## src/vts_pkg.sv

```systemverilog
// shared constants for the vector trajectory sampler
// no dependencies; imported by vts_alpha_div and vector_trajectory_sampler
package vts_pkg;

    localparam int MAX_KNOTS_DEF  = 64;
    localparam int VECTOR_LEN_DEF = 6;
    localparam int ELEMS_MAX      = 6;
    localparam int ELEM_IW        = 3;
    localparam int WORD_W         = 32;

    // alpha is q0.16: one quotient bit per divider step
    localparam int DIV_STEPS      = 16;
    localparam int DIV_CW         = 5;

    localparam logic       MODE_LOAD      = 1'b0;
    localparam logic       MODE_QUERY     = 1'b1;
    localparam logic [7:0] CFG_KNOT_COUNT = 8'd0;
    localparam logic [7:0] CFG_INTERP     = 8'd1;

    localparam logic [6:0]  KNOT_COUNT_RST = 7'd1;
    localparam logic [51:0] ROUND_HALF     = 52'd32768;

endpackage

```

## src/vts_alpha_div.sv

```systemverilog
// restoring divider for the blend ratio: floor(elapsed * 2^16 / duration)
// depends on vts_pkg; expects elapsed < duration
module vts_alpha_div
    import vts_pkg::*;
(
    input  logic        clk,
    input  logic        rst_n,
    input  logic        start,
    input  logic [32:0] elapsed,
    input  logic [32:0] duration,
    output logic        done,
    output logic [15:0] quotient
);

    logic [33:0]       rem_reg, rem_next;
    logic [33:0]       dur_reg;
    logic [15:0]       q_reg, q_next;
    logic [DIV_CW-1:0] cnt_reg;
    logic              busy_reg;
    logic              done_reg;
    logic [33:0]       shifted;

    always_comb
    begin
        shifted = {rem_reg[32:0], 1'b0};
        if (shifted >= dur_reg)
        begin
            rem_next = shifted - dur_reg;
            q_next   = {q_reg[14:0], 1'b1};
        end
        else
        begin
            rem_next = shifted;
            q_next   = {q_reg[14:0], 1'b0};
        end
    end

    always_ff @(posedge clk or negedge rst_n)
    begin
        if (!rst_n)
        begin
            busy_reg <= 1'b0;
            done_reg <= 1'b0;
            cnt_reg  <= '0;
        end
        else
        begin
            // pulse after the last quotient bit
            done_reg <= !start && busy_reg && (cnt_reg == DIV_CW'(1));
            if (start)
            begin
                busy_reg <= 1'b1;
                cnt_reg  <= DIV_CW'(DIV_STEPS);
            end
            else if (busy_reg)
            begin
                cnt_reg <= cnt_reg - 1'b1;
                if (cnt_reg == DIV_CW'(1))
                    busy_reg <= 1'b0;
            end
        end
    end

    always_ff @(posedge clk)
    begin
        if (start)
        begin
            rem_reg <= {1'b0, elapsed};
            dur_reg <= {1'b0, duration};
            q_reg   <= '0;
        end
        else if (busy_reg)
        begin
            rem_reg <= rem_next;
            q_reg   <= q_next;
        end
    end

    assign done     = done_reg;
    assign quotient = q_reg;

endmodule

```

## config.mk

```make
export PLATFORM = sky130hd
export DESIGN_NAME = vts_alpha_div
export DESIGN_NICKNAME = d
export VERILOG_FILES = /design/src/vts_pkg.sv /design/src/vts_alpha_div.sv
export SDC_FILE = /design/constraint.sdc
export NUM_CORES = 1
export LEC_CHECK = 0
export BUFFER_PORTS_ARGS = -buffer_cell sky130_fd_sc_hd__buf_2
export CAP_MARGIN = 5
export CORE_AREA = 5 5 107 109
export DETAILED_ROUTE_END_ITERATION = 7
export DIE_AREA = 0 0 112 114
export PLACE_DENSITY = 0.8
export SETUP_SLACK_MARGIN = 0.2
export SLEW_MARGIN = 20
export SYNTH_ARGS = -nofsm -noshare
export SYNTH_HDL_FRONTEND = slang
export SYNTH_SLANG_ARGS = --single-unit
export TNS_END_PERCENT = 10
```

## constraint.sdc

```tcl
create_clock -name clk -period 3.1 [get_ports clk]
set_input_delay 0.31 -clock clk [delete_from_list [all_inputs] [get_ports clk]]
set_output_delay 0.31 -clock clk [all_outputs]
set_load 0.02 [all_outputs]
```

==> metrics.txt, run 1 <==
share of the yosys chip area belonging to registers 0.4209; area grow syn2layout 19.94%; Worst slew margin 0.3628; Inserted Clock Buffers 9; Worst Hold Class in -> reg; syn nets 712; Most used DFF post-synth edfxtp_1; R2R Path End rem_reg[32]; largest net degree at the start of global routing 50; clk root buf clkbuf_8; Tmin final 2864 ps; routed wire length 14990 um; vias 4937; Pwr Density 1017 mW/mm2; Global Route met3 Usage 0.05623; Post-synth EDFFs 66; VDD IR max 0.4583 mV; min-delay src duration[15]; Die Area 0.01277 mm2; Netlist Area Pre-Place 0.005886 mm2; antenna fix cells 0; initial antenna violation count 0; Layout fillers 861; TritonCTS Sinks 89; Final Power 7179 uW; routed vias/inst 5.774; Worst Max-Slew Pin Slew 954.7 ps; initial core utilization 0.5601; Hold Path Stages 1; grt ovf 0; share of layout cells above drive strength 1 0.2937; ys async rst share 0.07865; vias in the first global route 5033; Synth area leader edfxtp_1; number of distinct library cells after synthesis 75; Net count, final 815; max-cap violation count 0; 1st-pass router iterations 7; Hold EP dur_reg[15]; clock skew 6.796 ps; met1 usage 0.3040; CP Launch Type flop; drc violations 0; Ports 86; Placer Congestion 0.8973; critical path fanouts, max 18; R2R Path Start rem_reg[12]; most numerous cell in the Yosys netlist edfxtp_1; IO Port Bufs 85; Crit path arrival time 2980 ps; HPWL Detailed 10780 um; Avg Cell Area, Syn 9.696 um2; Worst-Skew Late Latency 390 ps; global-route usage over all layers 0.2372; Core Area 0.01051 mm2; DRT antenna net count 0; setup tns final 0 ps; H-tree depth 3; wire length per cell 17.53 um; Reg2Reg Depth 9; met2 Track Usage GR 0.3945; Setup crit end kind flop; GRT busiest layer met2; die width 112 um; num rows 38; CTS tree built; Pins Over Slew Limit 0; WS Path Type reg -> reg; Mapped Cells 607; CTS max path bufs 2; placed cell area 0.006397 mm2; Synth top area share 0.3367; DRT iter0 DRCs 358; Pleak 0.003167 uW; Yosys reg bits 89; Finish-stage setup viols 0; most instantiated cells after synthesis 66 x edfxtp_1, 65 x nand2_1, 65 x nor2_1; fin crit share 0.9238; largest cells by area after synthesis edfxtp_1 34%, ha_1 7.4%, dfxtp_1 5.4%, nand2_1 4.1%, nor2_1 4.1%; die height 114 um; Clk pin slew, worst setup/hold paths 90 ps; fin area 0.007059 mm2; r2r setup slk 240 ps; Synth Warn # 0; first-pass GRT wire length 24380 um; status complete, no violations; WP data required 3220 ps; RSZ-0062 raised after global routing yes; Max Clock Freq 0.3492 GHz; Fin. Hold Viols 0
-- worst max-delay path by stage --
stage                start          end  cells after the start
2_1_floorplan   dur_reg[0]   rem_reg[1]                     10
3_3_place_gp    rem_reg[0]  rem_reg[22]                     10
3_5_place_dp    dur_reg[0]  rem_reg[22]                      9
4_1_cts         rem_reg[6]  rem_reg[26]                      9
5_1_grt        dur_reg[23]  rem_reg[32]                     11
6_report       rem_reg[12]  rem_reg[32]                      9
-- through the flow --
| stage | utilization | hold WS (ps) | cells | worst slack (ps) |
|---|---|---|---|---|
| 5_1_grt | 0.6718 | 62.43 | 855 | 137.9 |
| 4_1_cts | 0.6468 | 70.54 | 848 | 192.4 |
| 6_report | 0.6718 | 90.96 | 855 | 236.2 |
| 3_5_place_dp | 0.6088 | 151.3 | 820 | -88.51 |
| 2_1_floorplan | - | 14.41 | 607 | 404.3 |
| 3_3_place_gp | 0.6088 | 144.6 | 820 | 29.44 |
-- area by class of cell --
cell class	instances	area, um2	area share
sequential	89	2477	0.3509
timing repair buffer	134	824.5	0.1168
clock inverter	5	37.54	0.005317
inverter	45	168.9	0.02393
tap	140	175.2	0.02481
clock buffer	11	152.6	0.02162
multi-input combinational	431	3223	0.4566
-- per-layer routing --
metal | vias up | wire length (um)
met1 | 2351 | 6528
met3 | 25 | 983
li1 | 2392 | -
met2 | 169 | 7172
met4 | 0 | 305
met5 | - | 0
-- report_power, final --
group / switching (uW) / internal (uW) / total (uW) / leakage, uW
Clock: 435 / 345 / 780 / 0.0000994
Sequential: 225 / 1670 / 1890 / 0.000882
Combinational: 2480 / 2020 / 4510 / 0.00219
-- cells in the final DEF (no fill, tap or decap), types with 4 or more instances in the layout --
master,instances
a21oi_1,28
ha_1,21
a221o_1,5
o21ai_4,4
o211ai_1,5
nor2b_1,5
clkbuf_8,9
a21o_1,16
nor2_2,4
a21oi_2,6
edfxtp_1,66
a31oi_1,23
buf_2,85
nor3_1,8
inv_1,45
dfxtp_1,16
nand3_1,13
xnor2_1,17
dfrtp_1,7
ha_4,10
ha_2,4
mux2i_1,17
o21ai_0,15
buf_4,45
a2bb2oi_1,4
o21bai_1,7
nand4_1,6
xor2_1,11
and3_1,4
nand2_1,64
nor2_1,60
o21a_1,6
-- critical path, stage by stage (launching register included) --
cell and delay (ps):
edfxtp_1 480, ha_4 340, and4_4 280, nand3_4 80, or4_4 570, nand4_4 180, o21a_1 220, buf_12 170
and4_1 210, a2111oi_2 60
-- logic make-up after synthesis --
| logic type | Yosys count | share of synthesized area |
|---|---|---|
| flops | 89 | 0.4209 |
| buf+inv | 89 | 0.08673 |
| compound gates | 152 | 0.1862 |
| fa+ha+maj | 36 | 0.07781 |
| simple gates | 195 | 0.1558 |
| mux | 18 | 0.03082 |
| xor+xnor | 28 | 0.04167 |
-- repair_timing --
item	in CTS	in global routing
hold buffers	1	0
endpoints found under the hold margin	7	0
pin swaps	8	14
gates cloned	2	0
buffers inserted	9	7
setup endpoints to repair	29	28
resized for setup	21	38
Power figures use the tool's default switching activity.
==> inputs of run 2 (changes only) <==
CAP_MARGIN = 25   (was 5)
PLACE_DENSITY = 0.81   (was 0.8)
==> run 2 against run 1 <==
Net effect: first-iteration DRC count decreased by 9.5%; sequential share of layout area increased by 0.91 points; routed wire length decreased by 3.8%; critical path type unchanged.
==> metrics.txt, run 2 (synthesis gave the netlist of run 1 again) <==
Setup crit end kind flop; initial core utilization 0.5601 (unchanged); die height 114 um (unchanged); VDD IR max 0.4623 mV (+0.86%); CP Launch Type flop; vias 4813 (-2.5%); clk root buf clkbuf_8; Placer Congestion 0.9123 (+1.7%); WP data required 3260 ps (+40 ps); DRT iter0 DRCs 324 (-9.5%); Inserted Clock Buffers 9 (unchanged); CTS tree built; first-pass GRT wire length 23560 um (-3.3%); Fin. Hold Viols 0 (unchanged); Crit path arrival time 3040 ps (+60 ps); most common cell after layout, fill and taps aside buf_2; global-route usage over all layers 0.2280 (-0.009234); routed wire length 14410 um (-3.8%); Worst Max-Slew Pin Slew 884.1 ps (-70.59 ps); vias in the first global route 4849 (-3.7%); TritonCTS Sinks 89 (unchanged); area grow syn2layout 16.90%; DRT antenna net count 0 (unchanged); Pleak 0.003115 uW (-1.6%); Clk pin slew, worst setup/hold paths 100 ps (about the same); die width 112 um (unchanged); share of layout cells above drive strength 1 0.2699 (-0.02382); fin crit share 0.9284 (+0.004615); routed vias/inst 5.703 (-1.2%); Worst slew margin 0.4106 (+0.04776); Worst Hold Class in -> reg; IO Port Bufs 85 (unchanged); RSZ-0062 raised after global routing yes; initial antenna violation count 0 (unchanged); H-tree depth 3 (unchanged); max-cap violation count 0 (unchanged); Pwr Density 1006 mW/mm2 (-1.1%); clock skew 19.70 ps (+12.90 ps); setup tns final 0 ps (unchanged); HPWL Detailed 10710 um (-0.62%); most frequent cells in the layout 85 x buf_2, 66 x edfxtp_1, 64 x nand2_1; drc violations 0 (unchanged); CTS max path bufs 2 (unchanged); WS Path Type reg -> reg; wire length per cell 17.08 um (-2.6%); Net count, final 804 (-1.3%); minimum hold slack 86.70 ps (-4.260 ps); largest net degree at the start of global routing 46 (-8.0%); num rows 38 (unchanged); Finish-stage setup viols 0 (unchanged); Tmin final 2878 ps (+14.31 ps); critical path fanouts, max 6 (-12); antenna fix cells 0 (unchanged); Core Area 0.01051 mm2 (unchanged); Ports 86 (unchanged); grt ovf 0 (unchanged); 1st-pass router iterations 6 (-1); Worst-Skew Late Latency 390 ps (about the same); status complete, no violations; Pins Over Slew Limit 0 (unchanged); Max Clock Freq 0.3474 GHz (-0.50%); Die Area 0.01277 mm2 (unchanged)
-- run 2: through the flow --
step	cells	cell area [um2]	utilization	power, uW	worst slack, ps
after floorplan	607	5886	-	4739	404.3
after global placement	821	6405	0.6096	5611	14.15
after detailed placement	821	6405	0.6096	5658	4.599
after CTS	840	6708	0.6384	6657	188.9
after global routing	844	6880	0.6548	7416	144.4
final	844	6880	0.6548	6918	221.9
-- run 2: cell type report --
type,instances,area (um2)
clock inverters,4,35.03
inverters,45,168.9
well taps,140,175.2
flip-flops and latches,89,2477
repair buffers,125,744.5
clock buffers,12,177.7
multi-input cells,429,3102
fillers,851,3627
-- run 2: power breakdown --
part / internal (uW) / leakage [uW] / switching [uW]
registers: 1670 / 0.000882 / 190
clock network: 401 / 0.000109 / 462
logic: 1850 / 0.00212 / 2350
total: 3920 / 0.00312 / 3000
-- run 2: final timing paths --
path,start,to,slack [ps],depth (start not counted)
setup / recovery,rem_reg[14],rem_reg[29],220,10
hold / removal,duration[29],dur_reg[29],90,1
setup reg to reg,rem_reg[14],rem_reg[29],220,10
hold reg to reg,quotient[15],quotient[15],510,2
max in group asynchronous,rst_n,cnt_reg[1],2660,2
min in group asynchronous,rst_n,cnt_reg[4],280,2
-- run 2: per-layer routing --
layer,vias up,wire (um),track usage
met4,0,257,0.07212
met2,111,6831,0.3777
met5,-,0,0
met3,24,944,0.05782
li1,2360,-,-
met1,2318,6380,0.2957
-- run 2: timing repair --
item,in CTS,in global routing
buffers inserted,2,4
pin swaps,2,9
gates resized for setup,13,30
setup endpoints to repair,28,23
hold buffers,1,0
endpoints found under the hold margin,7,0
-- run 2: critical path, stage by stage, from the launching register on --
cell and delay, ps:
edfxtp_1 420, ha_2 410, and4_1 290, nand2_1 70
o31ai_1 370, nor3_2 80, buf_4 160, a211oi_2 310
nor3_1 110, xnor2_1 140, a221o_1 290
==> inputs of run 3 (changes only) <==
ABC_AREA = 1   (was unset)
CORE_AREA = 5 5 112 114   (was 5 5 107 109)
DIE_AREA = 0 0 117 119   (was 0 0 112 114)
==> run 3 against run 2 <==
Net effect: critical path depth grew 6; clock power grew 27%; global-route usage rose by 1.9 points; worst hold slack improved by 44 ps; cell area rose by 6.8%; critical endpoint is now rem_reg[26]; largest cell class unchanged.
==> metrics.txt, run 3 <==
Die Area 0.01392 mm2 (+9.0%); Post-synth EDFFs 66 (unchanged); share of layout cells above drive strength 1 0.1270 (-0.1429); CTS tree built; share of the yosys chip area belonging to registers 0.3749 (-0.04606); max-cap violation count 0 (unchanged); Synth top area share 0.2999 (-0.03685); Mapped Cells 943 (+55%); vias 5894 (+22%); WS Path Type reg -> reg; Finish-stage setup viols 0 (unchanged); routed vias/inst 5.085 (-11%); most common cell after layout, fill and taps aside nand2_1; Tmin final 2621 ps (-257.6 ps); TritonCTS Sinks 89 (unchanged); fin crit share 0.8453 (-0.08309); global-route usage over all layers 0.2469 (+0.01891); number of distinct library cells after synthesis 35 (-53%); drc violations 0 (unchanged); first-pass GRT wire length 27420 um (+16%); clock skew 6.492 ps (-13.20 ps); Net count, final 1116 (+39%); CTS max path bufs 2 (unchanged); Worst Hold Class in -> reg; Yosys reg bits 89 (unchanged); critical path fanouts, max 19 (+13); Ports 86 (unchanged); antenna fix cells 0 (unchanged); Netlist Area Pre-Place 0.006609 mm2 (+12%); pre-CTS WS 526.1 ps (+521.5 ps); initial antenna violation count 0 (unchanged); Worst-Skew Late Latency 350 ps (-40 ps); Worst slew margin 0.4241 (+0.01351); most instantiated cells after synthesis 345 x nand2_1, 185 x inv_1, 74 x nand3_1; Worst Max-Slew Pin Slew 858.6 ps (-25.57 ps); ys async rst share 0.07865 (unchanged); fin cells 1159 (+37%); routed wire length 16420 um (+14%); largest net degree at the start of global routing 68 (+48%); wire length per cell 14.17 um (-17%); Avg Cell Area, Syn 7.008 um2 (-28%); vias in the first global route 5728 (+18%); num rows 39 (+2.6%); WP data required 3210 ps (-50 ps); Inserted Clock Buffers 9 (unchanged); IO Port Bufs 85 (unchanged); largest cells by area after synthesis edfxtp_1 30%, nand2_1 20%, inv_1 11%, ha_1 6.6%, nand3_1 5.6%; die width 117 um (+4.5%); Worst Slack Setup Final 479.5 ps (+257.6 ps); Placer Congestion 0.9900 (+8.5%); Max Clock Freq 0.3816 GHz (+9.8%); Post-Route Utilization 0.6493 (-0.005484); setup tns final 0 ps (unchanged); Setup Fix Bufs, Post-CTS 0 (-2); minimum hold slack 131.0 ps (+44.30 ps); status complete, no violations; RSZ-0062 raised after global routing no; area grow syn2layout 11.23%; Fin. Hold Viols 0 (unchanged); Cells after DPL 1142 (+39%); Synth Warn # 0 (unchanged); Core Area 0.01132 mm2 (+7.7%); 1st-pass router iterations 7 (+1); DRT antenna net count 0 (unchanged); grt ovf 0 (unchanged); Crit path arrival time 2730 ps (-310 ps); Pwr Density 910.8 mW/mm2 (-9.4%); VDD IR max 0.4871 mV (+5.4%); Clk pin slew, worst setup/hold paths 70 ps (-30 ps); initial core utilization 0.5838 (+0.02364); clk root buf clkbuf_16; Pins Over Slew Limit 0 (unchanged); most frequent cells in the layout 345 x nand2_1, 185 x inv_1, 85 x buf_2; CP Launch Type flop; HPWL Detailed 12680 um (+18%); most numerous cell in the Yosys netlist nand2_1; Pleak 0.004015 uW (+29%); Synth area leader edfxtp_1; DRT iter0 DRCs 400 (+23%); die height 119 um (+4.4%); H-tree depth 3 (unchanged); Most used DFF post-synth edfxtp_1; syn nets 1048 (+47%); Setup crit end kind flop
==> run 3: cell count changes after synthesis, moves of 16 or more <==
cell / previous run / this run
a21o_1: 16 / 0
nand3_1: 13 / 74
nand3b_1: 0 / 27
nand2_1: 65 / 345
a31oi_1: 23 / 0
mux2i_1: 17 / 0
inv_1: 45 / 185
nor2_1: 65 / 40
==> run 3: cell type report <==
type                       instances  area (um2)
multi-input combinational        629        3191
clock inverter                     4       30.03
tap                              143       178.9
sequential                        89        2477
clock buffer                      12       267.8
inverter                         190       713.2
fill                            1073        3970
timing repair buffer              92       493.0
==> run 3: power by group <==
part | internal (uW) | total [uW] | switching, uW
Clock | 622 | 1100 | 475
Sequential | 1630 | 1780 | 151
Combinational | 1360 | 3810 | 2450
Total | 3610 | 6700 | 3080
==> run 3: cell families after synthesis <==
kind of cell	share of synthesized area
xor gates and xnor gates	0.01988
and+or+nand+nor	0.3506
DFF	0.3749
AOI/OAI and AO/OA	0.04298
buffers and inverters	0.1424
adders and majority gates	0.06929
==> run 3: per-stage QoR <==
stage	power (uW)	area, um2
2_1_floorplan	4719	6609
3_3_place_gp	5493	7043
3_5_place_dp	5539	7043
4_1_cts	6660	7351
5_1_grt	7300	7351
6_report	6695	7351
==> run 3: worst max-delay path: stages (launching register included) <==
cell,delay (ps)
edfxtp_1,380
ha_1,380
nand2_1,100
nand2_1,90
nand2_1,100
nand2_1,70
nand2_1,80
nand3_2,110
nand2_1,120
nand2_2,80
nand2_4,180
buf_4,340
nand3_1,110
nand2_1,80
clkinv_1,70
nand2_1,50
nand2_1,40
==> run 3: path summary, 6_finish.rpt <==
path                              start      endpoint  slack (ps)  cells after the start
hold / removal              duration[5]    dur_reg[5]         130                      1
setup reg to reg             rem_reg[2]   rem_reg[26]         480                     16
hold reg to reg            quotient[15]  quotient[15]         470                      2
max in group asynchronous         rst_n    cnt_reg[3]        2620                      2
setup / recovery             rem_reg[2]   rem_reg[26]         480                     16
min in group asynchronous         rst_n          done         320                      2
==> run 3: repair_timing <==
action / CTS / global route
hold buffers: 1 / 0
resized for setup: 0 / 0
endpoints found under the hold margin: 7 / 0
==> run 3: layer usage <==
| metal | track usage | up-vias | routed length, um |
|---|---|---|---|
| met5 | 0 | - | 0 |
| met4 | 0.07240 | 0 | 258 |
| met3 | 0.03753 | 19 | 1072 |
| met2 | 0.3990 | 171 | 7604 |
| met1 | 0.3420 | 2645 | 7488 |
| li1 | - | 3059 | - |
